$ cat src/sv/fir_er_pkg.sv
`default_nettype none

package fir_er_pkg;

    localparam int MAX_TAPS   = 7;
    localparam int TAP_W      = 3;
    localparam int SIDE_W     = 2;
    localparam int SEEN_W     = 3;
    localparam int COEF_W     = 16;
    localparam int FRAC_W     = 15;
    localparam int ACC_GROW   = 3;
    localparam int CFG_ADDR_W = 3;
    localparam int CFG_DATA_W = 16;

    typedef enum logic [CFG_ADDR_W-1:0] {
        CFG_TAP_COUNT = 3'd0,
        CFG_COEF_0    = 3'd1,
        CFG_COEF_1    = 3'd2,
        CFG_COEF_2    = 3'd3,
        CFG_COEF_3    = 3'd4,
        CFG_COEF_4    = 3'd5,
        CFG_COEF_5    = 3'd6,
        CFG_COEF_6    = 3'd7
    } cfg_idx_t;

    typedef logic signed [COEF_W-1:0] coef_t;
    typedef logic [TAP_W-1:0]         taps_t;
    typedef logic [SIDE_W-1:0]        side_t;

    localparam taps_t TAP_COUNT_RESET = 3'd5;
    localparam coef_t COEF_ON_RESET   = 16'sd6554;
    localparam int    COEF_ON_TAPS    = 5;

    typedef struct packed {
        taps_t taps;
        side_t side;
    } tap_cfg_t;

    typedef struct packed {
        logic valid;
        logic last;
    } stage_tag_t;

endpackage

`default_nettype wire

$ cat src/sv/fir_er_sum.sv
`default_nettype none

module fir_er_sum
    import fir_er_pkg::*;
#(
    parameter int SAMPLE_BITS = 16
)
(
    input  wire logic                                 clk,
    input  wire logic                                 rst_n,
    input  wire logic signed [SAMPLE_BITS+COEF_W-1:0] prod [MAX_TAPS],
    input  wire stage_tag_t                           tag_in,
    input  wire logic                                 m_tready,
    output logic                                      ready,
    output logic [SAMPLE_BITS-1:0]                    filtered,
    output stage_tag_t                                tag
);

    localparam int PW = SAMPLE_BITS + COEF_W;
    localparam int AW = PW + ACC_GROW;
    localparam int QW = AW - FRAC_W;

    localparam logic signed [AW-1:0] HALF = AW'(1) << (FRAC_W - 1);
    localparam logic signed [QW-1:0] QMAX = QW'({1'b0, {(SAMPLE_BITS-1){1'b1}}});
    localparam logic signed [QW-1:0] QMIN = ~QMAX;

    logic signed [AW-1:0]   acc;
    logic signed [QW-1:0]   q;
    logic [SAMPLE_BITS-1:0] filtered_reg, filtered_next;
    stage_tag_t             tag_reg;

    assign ready = !tag_reg.valid || m_tready;

    // round half up, then saturate
    always_comb
    begin
        acc = HALF;
        for (int k = 0; k < MAX_TAPS; k++)
        begin
            acc = acc + AW'(prod[k]);
        end
        q = QW'(acc >>> FRAC_W);
        if (q > QMAX)
        begin
            filtered_next = QMAX[SAMPLE_BITS-1:0];
        end
        else if (q < QMIN)
        begin
            filtered_next = QMIN[SAMPLE_BITS-1:0];
        end
        else
        begin
            filtered_next = q[SAMPLE_BITS-1:0];
        end
    end

    always_ff @(posedge clk or negedge rst_n)
    begin
        if (!rst_n)
        begin
            tag_reg <= '0;
        end
        else if (ready)
        begin
            tag_reg <= tag_in;
        end
    end

    always_ff @(posedge clk)
    begin
        if (ready)
        begin
            filtered_reg <= filtered_next;
        end
    end

    assign filtered = filtered_reg;
    assign tag      = tag_reg;

endmodule

`default_nettype wire

$ cat config.mk
export PLATFORM = sky130hd
export DESIGN_NAME = fir_er_sum
export DESIGN_NICKNAME = d
export VERILOG_FILES = /design/src/sv/fir_er_pkg.sv /design/src/sv/fir_er_sum.sv
export SDC_FILE = /design/constraint.sdc
export NUM_CORES = 1
export LEC_CHECK = 0
export ABC_AREA = 1
export BUFFER_PORTS_ARGS = -buffer_cell sky130_fd_sc_hd__buf_2
export CAP_MARGIN = 40
export CORE_MARGIN = 4
export CORE_UTILIZATION = 25
export CTS_BUF_LIST = sky130_fd_sc_hd__clkbuf_16
export DETAILED_ROUTE_END_ITERATION = 12
export PLACE_DENSITY = 0.44
export RECOVER_POWER = 25
export SYNTH_ARGS = -nofsm -noshare
export SYNTH_HDL_FRONTEND = slang
export SYNTH_SLANG_ARGS = --single-unit
$ cat constraint.sdc
create_clock -name clk -period 2.02 [get_ports clk]
set_input_delay 0.101 -clock clk [delete_from_list [all_inputs] [get_ports clk]]
set_output_delay 0.101 -clock clk [all_outputs]
set_load 0.01 [all_outputs]
* Yosys cells after proc, flatten, opt, wreduce, memory -nomap -nowiden
Cells that the tools add are included.
** Cells by class
- Reductions and logical operators :: 2
- Equal/unequal tests :: 0
- Shifts and indexed selects :: 0
- Multiplexer cells :: 1
- Divide/modulo/power cells :: 0
- Bitwise operators :: 0
- $add $sub $neg :: 7
- Magnitude comparators :: 2
- Multipliers :: 0
** Operator list (number)
- $add A35 B32 Y35 :: 4
- $add A34 B32 Y35 :: 1
- $add A33 B32 Y34 :: 1
- $add A16 B32 Y33 const A :: 1
- $gt A20 B16 Y1 const B :: 1
- $lt A20 B16 Y1 const B :: 1
- $mux W16 :: 1
- $logic_not A1 Y1 :: 1
- $logic_or A1 B1 Y1 :: 1
** Storage, ports and cells
- Bits in latches :: 0
- Flip-flop bits (word level) :: 18
- ROM bits :: 0
- Output and inout bits :: 19
- Bits of input ports :: 229
- Logic and storage cells :: 15
- RAM bits :: 0
- Memories :: 0

* Depth between registers and ports, before layout
- Word-level depth :: 9
- Depth in mapped cells :: 27
- Mapped depth without buffers :: 26

* Worst setup path before layout
No wires, ideal clock.
- Kind :: input to register
- From :: input prod[31] (netlist bit)
- To :: register filtered_reg[5], in the netlist filtered[5] (data pin)
- Stages :: 21
- Path buffers :: 1
- Setup slack :: -2.152 ns
- Setup time :: 0.252 ns
- Arrival time :: 3.920 ns
- Cell sequence :: fa_1 inv_1 fa_1 inv_1 fa_1 inv_1 fa_1 inv_1 ha_1 inv_1 nor3_1 nand2_1 nor3_1 nand2_2 nand3_1 nand2_2 inv_2 nand2_4 buf_6 nand2_1 nand2_1
** On the way
- Cells in the longest elaborated chain, start to end :: 3
- Elaborated cells on any way between the ends :: 4
- Classes of those cells :: add/sub: 1; order compare: 2; mux: 1
** RTL lines
- from (decl) :: RTL line fir_er_sum.sv:11 : input wire logic signed [SAMPLE_BITS+COEF_W-1:0] prod [MAX_TAPS],
- $add A35 B32 Y35 * :: RTL line fir_er_sum.sv:40 : acc = acc + AW'(prod[k]);
- $lt A20 B16 Y1 :: RTL line fir_er_sum.sv:47 : else if (q < QMIN)
- $mux W16 :: RTL line fir_er_sum.sv:47
- to (signal assigned) :: RTL line fir_er_sum.sv:73 : filtered_reg <= filtered_next;
- to (decl) :: RTL line fir_er_sum.sv:29 : logic [SAMPLE_BITS-1:0] filtered_reg, filtered_next;
Mark *: on every way between the ends. The rest lies on a longest branch, timed or not.
A chain may end at the register's enable or synchronous reset.

* Final worst setup path
- From :: input prod[13] (netlist bit)
- To :: register filtered_reg[9], in the netlist filtered[9] (data pin)
Same word-level chain as after synthesis.

==> metrics.txt <==
run status finished, violations left; failing checks setup timing; f_max 0.254 GHz; worst endpoint required time 2030 ps; die area 33900 um^2; number of synthesized flops with an enable pin 16; number of core rows 64; R2R depth 3; worst slew pin tran 322 ps; GRT Overall Usage 10.8%; CTS max path bufs 2; cells after synthesis 1013; Starting Density 25.4%; Final ANT Viol Nets 0; Clk Latency, worst-skew pair 250 ps; setup tns final -30300 ps; TritonCTS Buffers 3; CP peak stage delay 530 ps; Hold Path Sink tag[1]$_DFFE_PN0P_; die extent in x 184 um; dpl ws -2380 ps; Yosys top cell by area fa_1; I/O pin count 248; Hold Crit Start tag_in[1]; GRT Residual Overflow 0; Fin. Hold Viols 0; Final min period 3940 ps; n_diodes 0; crit-path max FO 7; CP endpoint kind flip-flop; critical path arrival 3950 ps; Crit Path Category in2reg; initial antenna violation count 0; post-synth cell types 31; number of global-route vias before repair 7025; WL per Instance 10.6 um; Pre-Repair DR Iteration Count 4; nature of the critical path startpoint input pin; ys flop type edfxtp_1; most frequent CP cell nand2_1; layout cells sized above 1 36.4%; Reg-to-Reg Start tag[1]$_DFFE_PN0P_; worst setup margin -1920 ps; Slew Limit Fails 0; final net count 1801; Residual DRC 0; largest net degree at the start of global routing 20; Worst Clk Skew 1.81 ps; Hold Path Depth 3; max_cap viols 0; CTS tree yes; Synth Cell Area 7760 um^2; Routed WL 18400 um; Yosys reg bits 18; Core Region 30600 um^2; RSZ-0062 raised after global routing true; Post-DP Area 10300 um^2; Seq/Total Area, Yosys 6.84%; RePlAce Congestion 0.800; Yosys top cell area share 41.5%; DR iter-0 viols 62; final setup fails 16; R2R Path End tag[0]$_DFFE_PN0P_; Root Buffer clkbuf_16; hold crit path type in2reg; CTS HTree Levels 1; Sinks on Clock Net 18; Worst slew margin 78.3%; Synth Area per Inst 7.66 um^2; Largest delay share family, worst path adder cells; Slowest-stage cell, CP fa_1; placed wire-length estimate 17300 um; post-synth net total 1467; Vias 6581; first-pass GRT wire length 30800 um; port bufs 247; synthesis-to-finish area growth 42.4%; Worst-path clk slew 60 ps; Die H 184 um; most frequent cell after synthesis inv_1; period utilization 195%; Final Cell Area 11000 um^2; most frequent cells after synthesis inv_1, fa_1, nand2_1, ha_1, a21oi_1; Finished Layout Cells 1742; r2r setup slk 840 ps; largest cells by area after synthesis fa_1, inv_1, ha_1; YS warnings 0; placed cells 1722; max reg flops 16; Crit path buffers/inverters 6; average vias per placed instance 3.78; ys async rst share 11.1%
timing repair:
item	4_1_cts	5_1_grt
cloned	1	1
pin swaps	54	41
buffers inserted	8	5
hold endpoints to repair	2	0
gates resized for setup	67	57
hold buffers	1	0
endpoints found under the setup margin	16	16
metal layers:
metal / track usage (%) / wire length (um)
met5: 0 / 0
met4: 1.48 / 121
met3: 0.888 / 1010
met2: 19.0 / 8990
met1: 14.8 / 8300
cell usage in the layout (no fill, tap or decap), drive strengths merged:
cell type,n
nor4,1
o21bai,4
xnor2,8
edfxtp,16
clkbuf,11
buf,320
o21a,1
a21boi,1
a31oi,5
ha,64
nand4,2
nor3,4
dlygate4sd3,1
a21oi,36
nand3,11
o211ai,2
xor2,8
inv,464
a21o,1
dfrtp,2
nand2,167
fa,161
o21ai,14
clkinv,1
and3,3
mux2,1
nor2,37
tightest hold or removal path: stages:
cell     delay, ps
buf_2           70
inv_1           30
nand2_1         50
cells by family after synthesis:
kind of cell,Yosys count,share of synthesized area [%]
AOI/OAI and AO/OA,64,4.50
xor gates and xnor gates,16,1.81
adders and majority gates,225,51.9
buffers and inverters,466,22.7
DFF,18,6.84
muxes,1,0.145
and+or+nand+nor,223,12.1
area by class of cell:
type | count | area, um^2
timing repair buffer | 329 | 1900
multi-input combinational | 531 | 6290
tap | 396 | 495
clock inverter | 1 | 3.75
inverter | 464 | 1760
fill | 3317 | 19500
clock buffer | 3 | 75.1
sequential | 18 | 531
stage by stage:
step | hold WS (ps) | util, %
finish | 31.4 | 36.1
global route | 49.1 | 36.1
CTS | 27.1 | 35.2
detailed placement | -111 | 33.7
global placement | -113 | 33.7
floorplan | -195 | -
how the worst max path moves through the flow:
stage              start                         end  slack, ps  cells past startpoint
3_3_place_gp   prod[124]  filtered[14]$_SDFFCE_PN1P_      -2370                     21
3_5_place_dp   prod[124]   filtered[7]$_SDFFCE_PN1P_      -2380                     20
4_1_cts         prod[19]   filtered[4]$_SDFFCE_PN1P_      -2020                     21
2_1_floorplan  prod[179]   filtered[5]$_SDFFCE_PN1P_      -1880                     22
6_report        prod[13]   filtered[9]$_SDFFCE_PN1P_      -1920                     25
5_1_grt         prod[78]   filtered[8]$_SDFFCE_PN1P_      -2130                     25
Power is not shown: default switching activity piles up to over one toggle a cycle in this logic, so the estimate is an artifact.
