## src/sv/fir_er_pkg.sv

```systemverilog
`default_nettype none

package fir_er_pkg;

    localparam int MAX_TAPS   = 7;
    localparam int TAP_W      = 3;
    localparam int SIDE_W     = 2;
    localparam int SEEN_W     = 3;
    localparam int COEF_W     = 16;
    localparam int FRAC_W     = 15;
    localparam int ACC_GROW   = 3;
    localparam int CFG_ADDR_W = 3;
    localparam int CFG_DATA_W = 16;

    typedef enum logic [CFG_ADDR_W-1:0] {
        CFG_TAP_COUNT = 3'd0,
        CFG_COEF_0    = 3'd1,
        CFG_COEF_1    = 3'd2,
        CFG_COEF_2    = 3'd3,
        CFG_COEF_3    = 3'd4,
        CFG_COEF_4    = 3'd5,
        CFG_COEF_5    = 3'd6,
        CFG_COEF_6    = 3'd7
    } cfg_idx_t;

    typedef logic signed [COEF_W-1:0] coef_t;
    typedef logic [TAP_W-1:0]         taps_t;
    typedef logic [SIDE_W-1:0]        side_t;

    localparam taps_t TAP_COUNT_RESET = 3'd5;
    localparam coef_t COEF_ON_RESET   = 16'sd6554;
    localparam int    COEF_ON_TAPS    = 5;

    typedef struct packed {
        taps_t taps;
        side_t side;
    } tap_cfg_t;

    typedef struct packed {
        logic valid;
        logic last;
    } stage_tag_t;

endpackage

`default_nettype wire

```

## src/sv/fir_er_cfg.sv

```systemverilog
`default_nettype none

module fir_er_cfg
    import fir_er_pkg::*;
(
    input  wire logic                  clk,
    input  wire logic                  rst_n,
    input  wire logic                  cfg_we,
    input  wire logic [CFG_ADDR_W-1:0] cfg_addr,
    input  wire logic [CFG_DATA_W-1:0] cfg_data,
    output coef_t                      coef [MAX_TAPS],
    output tap_cfg_t                   tap_cfg
);

    taps_t tap_count_reg;
    coef_t coef_reg [MAX_TAPS];
    taps_t taps;

    always_ff @(posedge clk or negedge rst_n)
    begin
        if (!rst_n)
        begin
            tap_count_reg <= TAP_COUNT_RESET;
            for (int i = 0; i < MAX_TAPS; i++)
            begin
                coef_reg[i] <= (i < COEF_ON_TAPS) ? COEF_ON_RESET : '0;
            end
        end
        else if (cfg_we)
        begin
            case (cfg_idx_t'(cfg_addr))
                CFG_TAP_COUNT: tap_count_reg <= cfg_data[TAP_W-1:0];
                default:       coef_reg[3'(cfg_addr - CFG_COEF_0)] <= cfg_data[COEF_W-1:0];
            endcase
        end
    end

    // clamp taps into 1..MAX_TAPS
    always_comb
    begin
        taps = tap_count_reg;
        if (tap_count_reg == '0)
        begin
            taps = taps_t'(1);
        end
        else if (int'(tap_count_reg) > MAX_TAPS)
        begin
            taps = taps_t'(MAX_TAPS);
        end
    end

    assign tap_cfg.taps = taps;
    assign tap_cfg.side = taps[TAP_W-1:1];
    assign coef         = coef_reg;

endmodule

`default_nettype wire

```

## config.mk

```make
export PLATFORM = sky130hd
export DESIGN_NAME = fir_er_cfg
export DESIGN_NICKNAME = d
export VERILOG_FILES = /design/src/sv/fir_er_pkg.sv /design/src/sv/fir_er_cfg.sv
export SDC_FILE = /design/constraint.sdc
export NUM_CORES = 1
export LEC_CHECK = 0
export BUFFER_PORTS_ARGS = -buffer_cell sky130_fd_sc_hd__buf_2
export CAP_MARGIN = 5
export CELL_PAD_IN_SITES_DETAIL_PLACEMENT = 0
export CELL_PAD_IN_SITES_GLOBAL_PLACEMENT = 1
export CORE_MARGIN = 1.5
export CORE_UTILIZATION = 37
export CTS_CLUSTER_SIZE = 24
export DETAILED_ROUTE_END_ITERATION = 10
export GPL_TIMING_DRIVEN = 0
export HOLD_SLACK_MARGIN = 0.15
export PLACE_DENSITY_LB_ADDON = 0.1
export SLEW_MARGIN = 20
export SYNTH_ARGS = -nofsm -noshare
export SYNTH_HDL_FRONTEND = slang
export SYNTH_SLANG_ARGS = --single-unit
```

## constraint.sdc

```tcl
create_clock -name clk -period 0.8 [get_ports clk]
set_clock_uncertainty 0.1 [all_clocks]
set_input_delay 0.08 -clock clk [delete_from_list [all_inputs] [get_ports clk]]
set_output_delay 0.08 -clock clk [all_outputs]
set_load 0.02 [all_outputs]
```

Yosys cells after proc, flatten, opt, wreduce, memory -nomap -nowiden
Cells that the tools add are included.

operators by class
  reduce and logical (&&, ||, !) cells = 5
  add/subtract/negate cells = 1
  order comparisons = 2
  bitwise logic cells = 2
  muxes and demuxes = 4

operators by type and width
  operator             count
  $bwmux 112           1
  $demux 16 s3         1
  $mux 16              1
  $logic_not 3->1      2
  $ge 4x4->1 const B   1
  $lt 4x1->1 const B   1
  $not 3->4            1
  $reduce_and 2->1     2
  $mux 3               1
  $sub 3x1->3 const B  1
  $logic_and 1x1->1    1
  $not 1->1            1

word-level totals
  word-level logic and storage cells = 22
  flip-flop bits (word level) = 115

Longest topological paths before layout
  depth in word-level cells = 7
  depth in mapped cells = 8
  mapped depth without buffers = 5

Least setup slack after synthesis
OpenSTA, ideal clock, no wires.

  path kind = input-to-reg
  start point = input cfg_addr[0]
  end point = register coef_reg (netlist bit coef[53])
  slack = -1.228 ns
  arrival = 1.803 ns
  stages = 8
  path buffers = 3
  required time = 0.575 ns
  cells stage by stage = inv_1 -> ha_1 -> or3_1 -> buf_6 -> a2111o_1 -> buf_6 -> buf_12 -> mux2_4

between the ends
  cells in the longest elaborated chain, start to end = 7
  elaborated cells on any way between the ends = 11
  classes of those cells = add/sub: 1; order compare: 2; mux: 3; bitwise: 2; reduce/logical: 3

ends and longest elaborated chain
  what                                                                   RTL line          source
  start: declaration                                                     fir_er_cfg.sv:9   input wire logic [CFG_ADDR_W-1:0] cfg_addr,
  $sub 3x1->3                                                            fir_er_cfg.sv:33  default: coef_reg[3'(cfg_addr - CFG_COEF_0)] <= cfg_data[COEF_W-1:0];
  $not 3->4 (not written as such)                                        fir_er_cfg.sv:33
  $ge 4x4->1 (not written as such) / $lt 4x1->1 (equally long branches)  fir_er_cfg.sv:33
  $logic_and 1x1->1 (not written as such)                                fir_er_cfg.sv:33
  $mux 16 (not written as such)                                          fir_er_cfg.sv:33
  $demux 16 s3                                                           fir_er_cfg.sv:33
  $bwmux 112                                                             fir_er_cfg.sv:33
  end signal: indexed assignment                                         fir_er_cfg.sv:26  coef_reg[i] <= (i < COEF_ON_TAPS) ? COEF_ON_RESET : '0;
  end signal: indexed assignment                                         fir_er_cfg.sv:33
  end: declaration                                                       fir_er_cfg.sv:16  coef_t coef_reg [MAX_TAPS];

Parallel ways exist; a longest one is shown, timed or not.
A chain may end at the register's enable or synchronous reset.

Final worst setup path
  start point = input cfg_addr[1]
  end point = register coef_reg (netlist bit coef[53])

Same word-level chain as after synthesis.

==> impl_metrics.py <==
metrics = {
    "outcome": {
        "outcome": "finished, violations left",
        "failed_checks": "hold timing, setup timing",
    },
    "setup_path": {
        "startpoint_type": "input port",
        "rr_endpoint": "coef[57]$_DFFE_PN0P_",
        "path_buf_inv": 4,
        "r2r_start": "coef[57]$_DFFE_PN0P_",
        "worstPathCellList": "buf_8 > inv_12 > ha_4 > or3_4 > a2111o_1 > buf_6 > clkbuf_16 > mux2_4",
        "crit_type": "input port to register",
        "critPathMaxFanout": 5,
        "reg2reg_depth": 3,
        "critPathTopFamily": "buffers and inverters",
        "regToRegSetupSlack_ps": -300,
        "cp.required_ps": 990,
        "worstSetupEndpointType": "register",
        "slowest_stage": "a2111o_1",
        "slowest_delay_ps": 430,
        "cp.arrival_ps": 1740,
    },
    "layout": {
        "largest_reg_flops": 112,
        "fillers": 849,
        "diodes": 0,
        "drive_gt1_share_pct": 82.82,
        "regArea_um2": 2925,
        "area_delta_synth_final_pct": 81.08,
        "stdcell_count": 671,
        "final_util_pct": 68.26,
        "fin_nets": 536,
        "multi_input_area_um2": 1934,
        "final_area_um2": 8165,
    },
    "synthesis": {
        "postSynthCellCount": 264,
        "synthArstFlopShare_pct": 100.0,
        "netlist_top_cells_area": "dfrtp_1, mux2_2, dfstp_2, mux2_4, buf_2",
        "synth_commonest_cells": "mux2_2, dfrtp_1, dfstp_2, mux2_4, buf_2",
        "yosysTopAreaCell": "dfrtp_1",
        "syn_avg_cell_area_um2": 17.08,
        "synth_top_area_share_pct": 43.29,
        "synth_area_um2": 4509,
        "ys_ff_latch": 115,
        "synth_edf_count": 0,
        "synth.most_common_cell": "mux2_2",
        "synth-main-ff-cell": "dfrtp_1",
        "synth_fp_nets": 288,
        "yosys_warnings": 0,
        "ys_types": 20,
        "yosysSeqAreaShare_pct": 64.84,
    },
    "timing": {
        "rsz0062_at_grt": "true",
        "min_period_ps": 1545,
        "drv_slew": 0,
        "hold_slack_ps": -495.2,
        "tightestPinTransition_ps": 461.8,
        "finalSetupViolCount": 232,
        "fmax_mhz": 647.0,
        "fin_crit_sh_pct": 193.2,
        "slew_headroom_pct": 69.21,
        "finalHoldViolCount": 214,
        "fin_tns_setup_ps": -109270,
        "setup_ws_ps": -745.5,
    },
    "floorplanning": {
        "rows": 40,
        "start_util_pct": 37.70,
        "dieHeight_um": 113.4,
        "ios": 139,
        "dieWidth_um": 113.4,
        "core_area_um2": 11960,
        "dieArea_um2": 12860,
    },
    "hold_path": {
        "hold_path.class": "input port to async pin",
    },
    "global_routing": {
        "antenna_found_initial": 0,
        "use_met2_pct": 31.88,
        "grt_max_degree": 69,
        "track_usage_pct": 20.48,
        "grt_use_met1_pct": 27.34,
        "busiest_layer": "met2",
        "gr-total-overflow": 0,
        "use_met3_pct": 5.898,
        "first_global_vias": 3340,
        "grt_first_pass_wirelength_mm": 19.42,
    },
    "route": {
        "firstDrtPassIters": 4,
        "avgViaCountPerCell": 4.656,
        "drt-total-wl_mm": 12.42,
        "post-route-drc-count": 0,
        "drt_iter0_drc": 95,
        "wire_per_inst_um": 18.51,
        "vias": 3124,
        "final_antenna_net_count": 0,
    },
    "clock_network": {
        "clock-sinks": 115,
        "ctsRootBufferMaster": "clkbuf_16",
        "insertion_delay_ps": 400,
        "cts_buffer_depth": 2,
        "htreeDepth": 4,
        "cts_tree": "built",
        "cts.clk_slew.worst_paths_ps": 50,
        "cts_buffers": 17,
    },
    "placed_design": {
        "dpl_cell_area_um2": 5542,
        "dp_cells": 550,
        "post-place-ws_ps": -1547,
        "io_buffers": 138,
        "dp_hpwl_mm": 6.919,
        "gp_congestion": 0.7286,
    },
    "power_and_ir_drop": {
        "power.leakage_nw": 4.005,
        "finalPower_mw": 27.40,
        "powerDensity_nw_per_um2": 3356,
        "vdd_ir_drop_max_mv": 1.582,
    },
    "job": {
        "maxCapViolations": 0,
    },
}
## repair_timing
item                                    4_1_cts  5_1_grt
pin swaps                                     5        7
endpoints found under the hold margin       214      214
buffers inserted                             54       40
resized for setup                           365       31
cloned                                        6        1
endpoints found under the setup margin      232      232
## routing by layer
metal	share of wire (%)	wire length (um)	vias up
met3	3.9	479	15
met2	50	6183	82
met4	1.4	172	0
li1	-	-	1436
met5	0	0	-
met1	45	5585	1591
## final cells by class
cell class                 count  share of cell area (%)
tap                          147                   2.253
inverter                       3                  0.3831
timing repair buffer         232                   29.33
sequential                   115                   35.83
multi-input combinational    133                   23.69
buffer                        10                   1.885
clock inverter                 5                  0.6436
clock buffer                  26                   5.991
## how the worst max path moves through the flow
stage                           endpoint  cells past startpoint        start  slack (ps)
CTS                 coef[58]$_DFFE_PN0P_                      9  cfg_addr[1]        -780
detailed placement  coef[86]$_DFFE_PN0P_                      8  cfg_addr[0]       -1550
global route        coef[53]$_DFFE_PN0P_                      8  cfg_addr[0]        -750
finish              coef[53]$_DFFE_PN0P_                      8  cfg_addr[1]        -750
global placement    coef[11]$_DFFE_PN0P_                      1        rst_n       -1850
floorplan           coef[53]$_DFFE_PN0P_                      8  cfg_addr[1]       -1070
## report_power, final
group	total (mW)	switching, mW	internal (mW)	leakage, nW
clock	6.89	2.42	4.47	0.264
sequential	9.31	1.30	8.01	1.33
combinational	11.2	4.34	6.86	2.41
## layout by cell type (no fill, tap or decap)
| cell | synthesis | routed |
|---|---|---|
| dfstp_2 | 37 | 37 |
| buf_6 | 2 | 137 |
| clkbuf_16 | 0 | 18 |
| nor3b_4 | 0 | 1 |
| nand3_1 | 1 | 1 |
| inv_1 | 3 | 1 |
| buf_4 | 2 | 63 |
| clkbuf_1 | 2 | 6 |
| nand3b_1 | 3 | 3 |
| buf_12 | 1 | 7 |
| ha_4 | 0 | 2 |
| and2b_4 | 0 | 1 |
| or3_4 | 0 | 1 |
| inv_12 | 0 | 1 |
| clkinv_2 | 0 | 3 |
| o21bai_4 | 0 | 4 |
| buf_16 | 0 | 3 |
| clkbuf_8 | 0 | 3 |
| inv_8 | 0 | 1 |
| dfrtp_2 | 0 | 1 |
| a21oi_4 | 0 | 3 |
| a2111o_1 | 1 | 1 |
| mux2_2 | 105 | 13 |
| nand2_1 | 1 | 1 |
| mux2_4 | 10 | 102 |
| clkinvlp_4 | 0 | 1 |
| bufinv_16 | 0 | 1 |
| dfrtp_1 | 78 | 77 |
| buf_2 | 6 | 18 |
| buf_8 | 0 | 13 |
## kinds of logic after synthesis
family | after synthesis | share of synthesized area, %
AOI/OAI and AO/OA | 8 | 1.498
adders and majority gates | 2 | 0.5549
muxes | 115 | 29.55
DFF | 115 | 64.84
and+or+nand+nor | 8 | 1.193
buffers and inverters | 16 | 2.358
Power figures use the tool's default switching activity.
