**src/sv/fir_er_pkg.sv**
```systemverilog
`default_nettype none

package fir_er_pkg;

    localparam int MAX_TAPS   = 7;
    localparam int TAP_W      = 3;
    localparam int SIDE_W     = 2;
    localparam int SEEN_W     = 3;
    localparam int COEF_W     = 16;
    localparam int FRAC_W     = 15;
    localparam int ACC_GROW   = 3;
    localparam int CFG_ADDR_W = 3;
    localparam int CFG_DATA_W = 16;

    typedef enum logic [CFG_ADDR_W-1:0] {
        CFG_TAP_COUNT = 3'd0,
        CFG_COEF_0    = 3'd1,
        CFG_COEF_1    = 3'd2,
        CFG_COEF_2    = 3'd3,
        CFG_COEF_3    = 3'd4,
        CFG_COEF_4    = 3'd5,
        CFG_COEF_5    = 3'd6,
        CFG_COEF_6    = 3'd7
    } cfg_idx_t;

    typedef logic signed [COEF_W-1:0] coef_t;
    typedef logic [TAP_W-1:0]         taps_t;
    typedef logic [SIDE_W-1:0]        side_t;

    localparam taps_t TAP_COUNT_RESET = 3'd5;
    localparam coef_t COEF_ON_RESET   = 16'sd6554;
    localparam int    COEF_ON_TAPS    = 5;

    typedef struct packed {
        taps_t taps;
        side_t side;
    } tap_cfg_t;

    typedef struct packed {
        logic valid;
        logic last;
    } stage_tag_t;

endpackage

`default_nettype wire

```
**src/sv/fir_er_ctrl.sv**
```systemverilog
`default_nettype none

module fir_er_ctrl
    import fir_er_pkg::*;
#(
    parameter int SAMPLE_BITS = 16
)
(
    input  wire logic                          clk,
    input  wire logic                          rst_n,
    input  wire logic                          s_tvalid,
    output logic                               s_tready,
    input  wire logic signed [SAMPLE_BITS-1:0] sample,
    input  wire logic                          s_last,
    input  wire side_t                         side,
    input  wire logic                          take,
    output logic signed [SAMPLE_BITS-1:0]      win [MAX_TAPS],
    output stage_tag_t                         tag
);

    logic signed [SAMPLE_BITS-1:0] dl_reg  [MAX_TAPS];
    logic signed [SAMPLE_BITS-1:0] dl_next [MAX_TAPS];
    logic [SEEN_W-1:0]             seen_reg, seen_next;
    logic [SEEN_W-1:0]             count_reg, count_next;
    side_t                         j_reg, j_next;
    logic                          flush_reg, flush_next;
    stage_tag_t                    tag_reg, tag_next;
    logic [SEEN_W:0]               reach;
    logic                          adv;

    assign adv      = !tag_reg.valid || take;
    assign s_tready = adv && !flush_reg;

    always_comb
    begin
        dl_next    = dl_reg;
        seen_next  = seen_reg;
        count_next = count_reg;
        j_next     = j_reg;
        flush_next = flush_reg;
        tag_next   = tag_reg;
        reach      = '0;
        if (adv)
        begin
            tag_next = '0;
            if (flush_reg)
            begin
                // replicate the final sample at the right edge
                for (int d = MAX_TAPS - 1; d > 0; d--)
                begin
                    dl_next[d] = dl_reg[d-1];
                end
                reach          = {1'b0, count_reg} + (SEEN_W+1)'(j_reg);
                tag_next.valid = reach >= (SEEN_W+1)'(side);
                tag_next.last  = (j_reg == side);
                if (j_reg == side)
                begin
                    flush_next = 1'b0;
                end
                else
                begin
                    j_next = j_reg + side_t'(1);
                end
            end
            else if (s_tvalid)
            begin
                if (seen_reg == '0)
                begin
                    // first sample of a vector fills the whole line
                    for (int d = 0; d < MAX_TAPS; d++)
                    begin
                        dl_next[d] = sample;
                    end
                end
                else
                begin
                    for (int d = MAX_TAPS - 1; d > 0; d--)
                    begin
                        dl_next[d] = dl_reg[d-1];
                    end
                    dl_next[0] = sample;
                end
                tag_next.valid = seen_reg >= SEEN_W'(side);
                tag_next.last  = s_last && (side == '0);
                seen_next      = (seen_reg == '1) ? seen_reg : seen_reg + SEEN_W'(1);
                if (s_last)
                begin
                    seen_next  = '0;
                    count_next = seen_reg;
                    j_next     = side_t'(1);
                    flush_next = (side != '0);
                end
            end
        end
    end

    always_ff @(posedge clk or negedge rst_n)
    begin
        if (!rst_n)
        begin
            seen_reg  <= '0;
            count_reg <= '0;
            j_reg     <= '0;
            flush_reg <= 1'b0;
            tag_reg   <= '0;
        end
        else
        begin
            seen_reg  <= seen_next;
            count_reg <= count_next;
            j_reg     <= j_next;
            flush_reg <= flush_next;
            tag_reg   <= tag_next;
        end
    end

    always_ff @(posedge clk)
    begin
        dl_reg <= dl_next;
    end

    assign win = dl_reg;
    assign tag = tag_reg;

endmodule

`default_nettype wire

```
**config.mk**
```make
export PLATFORM = sky130hd
export DESIGN_NAME = fir_er_ctrl
export DESIGN_NICKNAME = d
export VERILOG_FILES = /design/src/sv/fir_er_pkg.sv /design/src/sv/fir_er_ctrl.sv
export SDC_FILE = /design/constraint.sdc
export NUM_CORES = 1
export LEC_CHECK = 0
export ABC_AREA = 1
export BUFFER_PORTS_ARGS = -buffer_cell sky130_fd_sc_hd__buf_4
export CORE_UTILIZATION = 50
export CTS_CLUSTER_DIAMETER = 60
export DETAILED_ROUTE_END_ITERATION = 8
export GPL_TIMING_DRIVEN = 1
export PLACE_DENSITY = 0.76
export SYNTH_ARGS = -nofsm -noshare
export SYNTH_HDL_FRONTEND = slang
export SYNTH_SLANG_ARGS = --single-unit
```
**constraint.sdc**
```tcl
create_clock -name clk -period 4.19 [get_ports clk]
set_input_delay 0.6285 -clock clk [delete_from_list [all_inputs] [get_ports clk]]
set_output_delay 0.6285 -clock clk [all_outputs]
set_load 0.1 [all_outputs]
```
Yosys cells after proc, flatten, opt, wreduce, memory -nomap -nowiden
Index checks and enable logic that the tools add are counted.
{"block": "totals", "regBits": 123, "input_bits": 23, "out_inout_bits": 115}
{"block": "classes", "add_sub_neg": 3, "order_cmp": 2, "eq_ne": 4, "mux": 15, "bitwise_logic": 1, "reduce_logical": 15}
{"operator": "$mux W96", "n": 3}
{"operator": "$mux W2", "n": 6}
{"operator": "$reduce_and A4 Y1", "n": 3}
{"operator": "$mux W3", "n": 2}
{"operator": "$reduce_bool A2 Y1", "n": 3}
{"operator": "$add A3 B2 Y4", "n": 1}
{"operator": "$ge A4 B2 Y1", "n": 1}
{"operator": "$mux W1", "n": 4}
{"operator": "$ne A2 B2 Y1 const B", "n": 2}
{"operator": "$add A3 B1 Y3 const B", "n": 1}
{"operator": "$eq A3 B3 Y1 const B", "n": 1}
{"operator": "$ge A3 B2 Y1", "n": 1}
{"operator": "$logic_not A3 Y1", "n": 1}
{"operator": "$reduce_and A3 Y1", "n": 1}
{"operator": "$add A2 B1 Y2 const B", "n": 1}
{"operator": "$eq A2 B2 Y1", "n": 1}
{"operator": "$logic_and A1 B1 Y1", "n": 2}
{"operator": "$logic_not A1 Y1", "n": 2}
{"operator": "$logic_not A2 Y1", "n": 1}
{"operator": "$reduce_and A2 Y1", "n": 1}
{"operator": "$logic_or A1 B1 Y1", "n": 1}
{"operator": "$not A1 Y1", "n": 1}

Longest topological paths before layout
{"block": "logic_depth", "word_depth": 4, "mapped_depth": 9, "mapped_depth_nobuf": 9}

Least setup slack after synthesis
Ideal clock, no wire load.
{"block": "synth_timing", "path_kind": "flip-flop to flip-flop", "startpoint": "register tag_reg, in the netlist tag[1]", "endpoint": "register dl_reg, in the netlist win[0] (enable)", "setup_time_ns": 0.449, "arrival_ns": 2.998, "required_ns": 3.741, "path_slack_ns": 0.742, "path_stages_with_launch": 4, "n_path_buf": 0, "synth_period_minus_slack_ns": 3.448, "path_cell_list": "dfrtp_1 -> nand2_1 -> o21ai_0 -> inv_1"}
{"block": "synth_via", "elab_chain_len": 3}
{"item": "start: declaration", "line_no": "fir_er_ctrl.sv:27", "rtl": "stage_tag_t tag_reg, tag_next;"}
{"item": "start signal: assignment", "line_no": "fir_er_ctrl.sv:113", "rtl": "tag_reg <= tag_next;"}
{"item": "$logic_not A1 Y1", "line_no": "fir_er_ctrl.sv:31", "rtl": "assign adv = !tag_reg.valid || take;"}
{"item": "$logic_or A1 B1 Y1", "line_no": "fir_er_ctrl.sv:31"}
{"item": "$reduce_and A2 Y1 (no source line)"}
{"item": "end signal: assignment", "line_no": "fir_er_ctrl.sv:119", "rtl": "dl_reg <= dl_next;"}
{"item": "end: declaration", "line_no": "fir_er_ctrl.sv:21", "rtl": "logic signed [SAMPLE_BITS-1:0] dl_reg [MAX_TAPS];"}
Every way passes these cells.
A chain may end at the register's enable or synchronous reset.

Worst setup path after layout
{"block": "layout_timing", "startpoint": "register seen_reg[0]", "endpoint": "register dl_reg, in the netlist win[16], data pin"}
{"block": "layout_via", "elab_chain_len": 4}
{"item": "start: declaration", "line_no": "fir_er_ctrl.sv:23", "rtl": "logic [SEEN_W-1:0] seen_reg, seen_next;"}
{"item": "start signal: assignment", "line_no": "fir_er_ctrl.sv:109", "rtl": "seen_reg <= seen_next;"}
{"item": "$logic_not A3 Y1", "line_no": "fir_er_ctrl.sv:67", "rtl": "if (seen_reg == '0)"}
{"item": "$mux W96", "line_no": "fir_er_ctrl.sv:67"}
{"item": "$mux W96", "line_no": "fir_er_ctrl.sv:65", "rtl": "else if (s_tvalid)"}
{"item": "$mux W96", "line_no": "fir_er_ctrl.sv:46", "rtl": "if (flush_reg)"}
Every way passes these cells. The select of a mux whose other input is x is not followed.

==> results.md <==
CTS:
- The deepest level of the CTS H-tree is 4.
- TritonCTS built the clock tree.
- The number of clock sinks is 123.
- The CTS buffer count is 17.
- No sink is reached through more buffers than the 2 on the longest clock path.
- At the later pin of the worst-skew pair, clock insertion delay measures 0.51 ns.
- After clock tree synthesis, the clock-pin slew on the worst setup and hold paths is 0.06 ns.
- Clock tree synthesis selected as its root buffer the cell sky130_fd_sc_hd__clkbuf_8.
- Once the clock tree was built, the setup fixing pass inserted 0 buffers.

Synthesis:
- The synthesized area divided by synthesized cell count is 11.7 um^2.
- The yosys synthesis warning count is 0.
- The area of the mapped netlist is 5290 um^2.
- The number of synthesized register bits is 123.
- Synthesis instantiated 24 different standard cells from the library.
- The net count after synthesis is 484.
- After technology mapping, the gate count stands at 451.
- Sequential elements use 68.7% of the synthesized area.

Drt:
- The first detailed-routing pass took 6 iterations.
- The total wire length is 11900 um.
- The detailed-route wire length per cell is 16.2 um.
- The number of DRC markers after the initial detailed-route iteration is 355.
- After detailed routing, the number of remaining DRC violations is 0.
- The post-detailed-route count of antenna-violating nets is 0.
- After detailed routing, the number of vias per cell comes to 5.34.
- The routed layout has 3928 vias.

Setup path:
- The highest fanout seen on the critical path is 97.
- The critical path is of the register to register type.
- The kind of end point of the critical path is a register.
- The worst setup path is launched from a register.
- The required arrival time at the worst endpoint is 4.56 ns.
- The signal arrival time at the worst endpoint is 2.58 ns.

STA:
- Setup repair after global routing left no endpoint under its margin.
- The final hold violation count is 0.
- The maximum achievable frequency is 451 MHz.
- The share of the clock period used by the worst path is 53.0%.
- The aggregate negative setup slack is 0 ns.
- The clock period could shrink to 2.22 ns.
- The worst path meets setup with 1.97 ns of slack.
- Setup violations remaining at the end of the flow were counted as 0.
- The worst-case clock skew is 0.00849 ns.
- Hold timing on the final database bottoms out at a slack of 0.308 ns.
- The worst slew margin relative to its limit is 22.7%.
- The measured slew at the worst slew-check pin is 1.16 ns.
- The final count of pins violating max slew came to 0.

Layout:
- In the final layout, the share of cells above drive strength 1 is 31.1%.
- The final layout net count is 619.
- The register with the most flip-flops in the layout has 112 of them.
- The count of inserted antenna diode cells is 0.
- Measured on the finished design, the core utilization comes to 66.9%.
- The library cell used most frequently in the layout, excluding fill and tap cells, is sky130_fd_sc_hd__nand2_1.
- In the layout the commonest cells are sky130_fd_sc_hd__nand2_1 (143), sky130_fd_sc_hd__buf_4 (138), sky130_fd_sc_hd__edfxtp_1 (112).
- The fill cell instance count of the final layout is 738.
- From synthesis to final layout, the design area changed by 29.9%.

Floorplan:
- In this run the count of I/O pins placed on the die edge is 138.
- In this run the horizontal extent of the chip is 105 um.
- The initial cell density of the core is 51.5%.
- The vertical die dimension is 105 um.
- The area of the placeable core is 10300 um^2.
- The area enclosed by the die boundary is 11000 um^2.
- The placement row count is 37.

Flow run:
- The number of max-capacitance violations reported is 0.

Placement:
- The pre-CTS setup slack is 1.85 ns.
- The wire-length estimate of the detail-placed layout is 7860 um.
- The congestion estimate from routability-driven global placement came to 0.884.
- The count of input and output buffers is 137.

GRT:
- The met2 global-route usage is 36.2%.
- The number of global-route vias before repair is 3583.
- The total overflow left after global routing is 0.
- For this run, the total global-route usage over all layers was measured as 22.1%.
- The first-pass GRT wire length is 18500 um.
- The initial antenna violation count is 0.
- Entering global routing, the biggest net connects 98 pins.
- For met1 alone, demand over resource in global routing was 28.6%.
- The layer flagged by global routing as most heavily used is met2.
- The met3 usage is 6.49%.

Status:
- The flow ran to the end, and the final reports show no timing, DRC or antenna violations.

Hold path:
- The path class of the tightest hold or removal check is primary input to register.
==> routing by layer <==
| layer | wire length [um] | part of all wire (%) |
|---|---|---|
| met2 | 5980 | 50 |
| met4 | 124 | 1.0 |
| met5 | 0 | 0 |
| met1 | 4920 | 41 |
| met3 | 914 | 7.7 |
==> cell usage after synthesis (all sizes together) <==
master  instances  area (um^2)
nand2         154          669
edfxtp        112         3360
o21ai         103          515
inv            17         71.3
buf            12          113
clkbuf         11         41.3
dfrtp          11          275
nor2           11         60.1
ha              9          113
nand3           5         25.0
a21oi           3         15.0
fa              1         20.0
nand4           1         6.26
or2             1         6.26
==> cells by family after synthesis <==
group                      synth area share [%]
and+or+nand+nor                            14.5
buffers and inverters                      4.25
adders and majority gates                  2.51
DFF                                        68.7
AOI/OAI and AO/OA                          10.0
==> stage by stage <==
stage / cell area, um^2 / instances
floorplan: 5290 / 451
global placement: 6350 / 702
detailed placement: 6350 / 702
CTS: 6880 / 735
global route: 6880 / 735
finish: 6880 / 735
==> critical path, cell delays in order (launching register included) <==
cell and delay, ns:
sky130_fd_sc_hd__dfrtp_1 0.39, sky130_fd_sc_hd__inv_1 0.13, sky130_fd_sc_hd__ha_1 0.28, sky130_fd_sc_hd__nand2_8 0.32
sky130_fd_sc_hd__nor2_8 0.49, sky130_fd_sc_hd__nand2_1 0.29, sky130_fd_sc_hd__nand2_1 0.15
==> area by class of cell <==
type | count | area [um^2] | area share, %
Timing Repair Buffer | 139 | 1050 | 15.2
Clock buffer | 17 | 414 | 6.02
Inverter | 17 | 73.8 | 1.07
Multi-Input combinational cell | 288 | 1430 | 20.8
Sequential cell | 123 | 3640 | 52.9
Tap cell | 136 | 170 | 2.47
Clock inverter | 15 | 101 | 1.47
==> path summary, 6_finish.rpt <==
path / slack (ns) / to / startpoint / depth (start not counted)
setup / recovery: 1.97 / win[16] / seen_reg[0] / 6
hold / removal: 0.31 / win[96] / sample[0] / 1
setup reg to reg: 1.97 / win[16] / seen_reg[0] / 6
hold reg to reg: 0.51 / count_reg[0] / count_reg[0] / 2
max in group asynchronous: 3.53 / seen_reg[2] / rst_n / 2
min in group asynchronous: 0.49 / count_reg[1] / rst_n / 2
==> timing repair <==
item,in CTS,in global routing
resized for setup,0,0
hold buffers,1,0
hold endpoints to repair,11,0
Power is left out: the tool's default activity adds up to more than one toggle a clock period on the data nets, which glitch-free logic cannot reach.
